<file path="src/design/phjc_pkg.sv">
`timescale 1ns / 1ps
`default_nettype none

package phjc_pkg;

   localparam int MAX_PART_BITS   = 3;
   localparam int MAX_BUCKET_BITS = 9;
   localparam int PART_COUNT      = 1 << MAX_PART_BITS;
   localparam int PART_SLOTS      = 1 << MAX_BUCKET_BITS;
   localparam int STORE_BITS      = MAX_PART_BITS + MAX_BUCKET_BITS;
   localparam int STORE_DEPTH     = 1 << STORE_BITS;

   localparam int KEY_WIDTH       = 32;
   localparam int FILL_WIDTH      = MAX_BUCKET_BITS + 1;
   localparam int COUNT_WIDTH     = 9;
   localparam int TOTAL_WIDTH     = 64;
   localparam int STATUS_WIDTH    = 2;
   localparam int PBITS_WIDTH     = 2;
   localparam int BBITS_WIDTH     = 4;
   localparam int CSR_DATA_WIDTH  = 4;

   localparam logic [KEY_WIDTH-1:0] MIX_C1 = 32'h85eb_ca6b;
   localparam logic [KEY_WIDTH-1:0] MIX_C2 = 32'hc2b2_ae35;

   localparam logic [STATUS_WIDTH-1:0] STATUS_INSERTED = 2'd0;
   localparam logic [STATUS_WIDTH-1:0] STATUS_FULL     = 2'd1;
   localparam logic [STATUS_WIDTH-1:0] STATUS_PROBED   = 2'd2;

   localparam logic REQ_BUILD = 1'b0;
   localparam logic REQ_PROBE = 1'b1;

   localparam logic CSR_PART_BITS   = 1'b0;
   localparam logic CSR_BUCKET_BITS = 1'b1;

   typedef struct packed {
      logic [KEY_WIDTH-1:0]       key;
      logic [MAX_BUCKET_BITS-1:0] link;
   } entry_type;

   localparam int ENTRY_WIDTH = $bits(entry_type);

   typedef enum logic [2:0] {
      ST_CLEAR,
      ST_IDLE,
      ST_HASH,
      ST_LOOKUP,
      ST_HEAD,
      ST_WALK,
      ST_RESULT
   } phjc_state_type;

endpackage

`default_nettype wire

</file>
<file path="src/design/phjc_hash.sv">
`timescale 1ns / 1ps
`default_nettype none

module phjc_hash
   import phjc_pkg::*;
(
   input  wire logic                 clock,
   input  wire logic                 load,
   input  wire logic [KEY_WIDTH-1:0] key,
   output logic      [KEY_WIDTH-1:0] hash
);

   logic [KEY_WIDTH-1:0] h0;
   logic [KEY_WIDTH-1:0] h1;
   logic [KEY_WIDTH-1:0] prod1_in;
   logic [KEY_WIDTH-1:0] prod1_ff;
   logic [KEY_WIDTH-1:0] prod2_in;
   logic [KEY_WIDTH-1:0] prod2_ff;

   always_comb begin
      h0       = key ^ (key >> 16);
      prod1_in = h0 * MIX_C1;
      h1       = prod1_ff ^ (prod1_ff >> 13);
      prod2_in = h1 * MIX_C2;
      hash     = prod2_ff ^ (prod2_ff >> 16);
   end

   always_ff @(posedge clock) begin
      if (load) begin
         prod1_ff <= prod1_in;
      end
      prod2_ff <= prod2_in;
   end

endmodule

`default_nettype wire

</file>
<file path="config.mk">
export PLATFORM = sky130hd
export DESIGN_NAME = phjc_hash
export DESIGN_NICKNAME = d
export VERILOG_FILES = /design/src/design/phjc_pkg.sv /design/src/design/phjc_hash.sv
export SDC_FILE = /design/constraint.sdc
export NUM_CORES = 1
export LEC_CHECK = 0
export BUFFER_PORTS_ARGS = -buffer_cell sky130_fd_sc_hd__buf_2
export CAP_MARGIN = 20
export CORE_UTILIZATION = 39
export CTS_BUF_LIST = sky130_fd_sc_hd__clkbuf_8 sky130_fd_sc_hd__clkbuf_16
export DETAILED_ROUTE_END_ITERATION = 6
export PLACE_DENSITY = 0.64
export SYNTH_ARGS = -nofsm -noshare
export SYNTH_HDL_FRONTEND = slang
export SYNTH_SLANG_ARGS = --single-unit
</file>
<file path="constraint.sdc">
create_clock -name clock -period 15.3 [get_ports clock]
set_input_delay 0.765 -clock clock [delete_from_list [all_inputs] [get_ports clock]]
set_output_delay 0.765 -clock clock [all_outputs]
set_load 0.1 [all_outputs]
</file>
==> summary.md <==
| Metric | Value |
|---|---|
| Status | complete, but fails checks |
| Failing checks | DRC |
| GR Overflow Total | 0 |
| Largest area contributor in the netlist | fa_1 |
| R2R Path End | prod2_ff[27]$_DFF_P_ |
| Ranking of synthesized cells by area | fa_1, ha_1, inv_1 |
| CP Data Required Time | 15.46 ns |
| Diode count | 0 |
| Detailed Route Iter0 Violations | 493 |
| CP Max Fanout | 6 |
| Startpoint Class | primary input |
| R2r setup slk | 8.20 ns |
| Routability cong. | 0.978 |
| Post-Syn Instances | about 1900 |
| Commonest non-fill, non-tap cell in the layout | inv_1 |
| TritonCTS clock tree | yes |
| IO Port Bufs | 65 |
| Routed vias/inst | 4.70 |
| Initial antenna violation count | 0 |
| CTS Buffer Depth | 2 |
| DIE AREA | 0.0510 mm^2 |
| Yosys cell types | 51 |
| FMAX | 131 MHz |
| Initial Utilization | 0.398 |
| Root buffer cell | clkbuf_16 |
| Worst skew pair latency | around 0.36 ns |
| Worst hold path startpoint | prod1_ff[1]$_DFFE_PP_ |
| Num CTS Buffers | 9 |
| Fin crit period | 7.66 ns |
| Vias in the first global route | 13705 |
| Mapped Avg Cell Area | 10.4 um^2 |
| Routed len/inst | 18.8 um |
| Worst-path clk slew | roughly 0.070 ns |
| Worst EP arrival | slightly below 8 ns |
| Setup Skew | 0.0148 ns |
| Final worst path period share | 0.500 |
| DR pass1 iterations | 7 |
| Detail Route Antenna Nets | 0 |
| Post-CTS Setup Bufs | 0 |
| Synth top area share | 0.398 |
| Row count | 81 |
| FF-to-FF Start | prod1_ff[16]$_DFFE_PP_ |
| CTS hold repair buffers | 0 |
| CP endpoint kind | register |
| GRT Overall Usage | 0.202 |
| Net Count, Synth | 2685 |
| Final wirelength | 49.2 mm |
| Hold Path Class | register to register |
| RSZ-0062 raised after global routing | no |
| Flops & latches, synth | 64 |
| Core area | a little under 0.05 mm^2 |
| Post-Place Cells | 2604 |
| Reg2reg path depth | 22 |
| DRC Markers | 4 |
| Largest net degree at the start of global routing | 33 |
| Post-CTS sizing | 0 |
| TNS Setup | 0 ns |
| First-pass GRT wire length | 75.8 mm |
| Commonest cells after routing, fill and taps aside | inv_1, fa_1, ha_1 |
| Synth Flop Type | edfxtp_1 |
| Final Hold Viols | 0 |
| Final Net Count | 2747 |
| Max Cap Violations | 0 |
| Max transition margin | 0.308 |
| Post-Layout Cell Count | about 2600 |
| Layout Area Growth over Synthesis | 6.91% |
| Async set-reset flop share out of synthesis | 0 |
| I/O pins | 66 |
| Detailed placement HPWL | 45.6 mm |
| Final setup viols | 0 |
| Seq/Total Area, Yosys | 0.0819 |
| Die Wd | ~230 um |
| Synth Cell Area | about 0.02 mm^2 |
| Slew Limit Fails | 0 |
| H-Tree Depth | 3 |
| Clock tree sinks | 64 |
| Worst hold stages | 2 |
| Critical path class | primary input to register |
| Yosys warnings | 0 |
| Layout cell share with drive strength beyond 1 | 0.0501 |
| Post-synth EDFFs | 32 |
| Least-Margin Pin Slew | 1.03 ns |
| Hold worst-path end | prod2_ff[1]$_DFF_P_ |
| DR vias | 12303 |
| Die Y | 226 um |
## critical path, stage by stage
cell and delay, ns:
buf_2 0.16, xnor2_1 0.57, inv_1 0.35, xnor2_1 0.41
ha_1 0.30, inv_1 0.08, fa_1 0.45, fa_1 0.55
inv_1 0.05, ha_1 0.17, inv_1 0.06, fa_1 0.44
fa_1 0.58, fa_1 0.43, fa_1 0.49, inv_1 0.04
ha_1 0.37, nand2_1 0.07, o21ai_0 0.26, and3b_1 0.22
a311o_1 0.40, a21oi_2 0.22, a21oi_1 0.09, o311ai_1 0.28
## cell families after synthesis
| kind of cell | share of synthesized area |
|---|---|
| compound gates | 0.0470 |
| mux | 0.000512 |
| flops | 0.0819 |
| xor+xnor | 0.0814 |
| fa+ha+maj | 0.637 |
| buf+inv | 0.127 |
| simple gates | 0.0257 |
## through the flow
step	setup WS [ns]	area [um^2]	hold slack [ns]	util
2_1_floorplan	8.37	19600	0.564	-
3_3_place_gp	7.51	20600	0.644	0.419
3_5_place_dp	7.25	20600	0.648	0.419
4_1_cts	7.64	20900	0.639	0.425
5_1_grt	7.31	20900	0.653	0.425
6_report	7.64	20900	0.638	0.425
## worst max-delay path by stage
stage	cells after the start	to	start
floorplan	20	prod1_ff[31]$_DFFE_PP_	key[12]
global placement	24	prod1_ff[30]$_DFFE_PP_	key[20]
detailed placement	24	prod1_ff[28]$_DFFE_PP_	key[20]
CTS	24	prod1_ff[28]$_DFFE_PP_	key[20]
global route	24	prod1_ff[28]$_DFFE_PP_	key[20]
finish	24	prod1_ff[28]$_DFFE_PP_	key[20]
## routing by layer
layer / up-vias / GRT usage / wire (um)
met2: 276 / 0.365 / 25000
met3: 99 / 0.0173 / 1430
met1: 6117 / 0.241 / 20300
met5: - / 0 / 0
met4: 0 / 0.0970 / 2410
li1: 5811 / - / -
## final cells by class
class                   count  area (um^2)
repair buffers             69          355
inverters                 626         2350
clock inverters             7         67.6
fillers                  4728        28200
multi-input cells        1181        15500
well taps                 664          831
clock buffers               9          225
flip-flops and latches     64         1600
## cell usage after synthesis (2+ instances only)
cell type and n:
o311ai_1 2, inv_1 626, and3_1 4, or3_4 2, a21boi_0 2, a21o_1 21, edfxtp_1 32, or3_1 3
a211o_1 4, a211oi_1 3, nor3_1 10, nand3_1 7, o21a_1 6, nand2_1 27, buf_4 16, o211ai_1 5
dfxtp_1 32, a21oi_2 2, o21ai_1 3, and2_1 6, a21oi_1 41, xnor2_1 115, nor2_1 25, fa_1 389
nand2b_1 8, xor2_1 65, or2_2 3, a31oi_1 8, clkbuf_1 2, a41oi_2 2, o21ai_0 19, o221ai_1 2
ha_1 373, o21bai_1 7
## sequential cells by signal (all words and copies together), names as in the netlist
name      cells
prod2_ff     32
prod1_ff     32
Power is left out: the tool's default activity adds up to more than one toggle a clock period on the data nets, which glitch-free logic cannot reach.
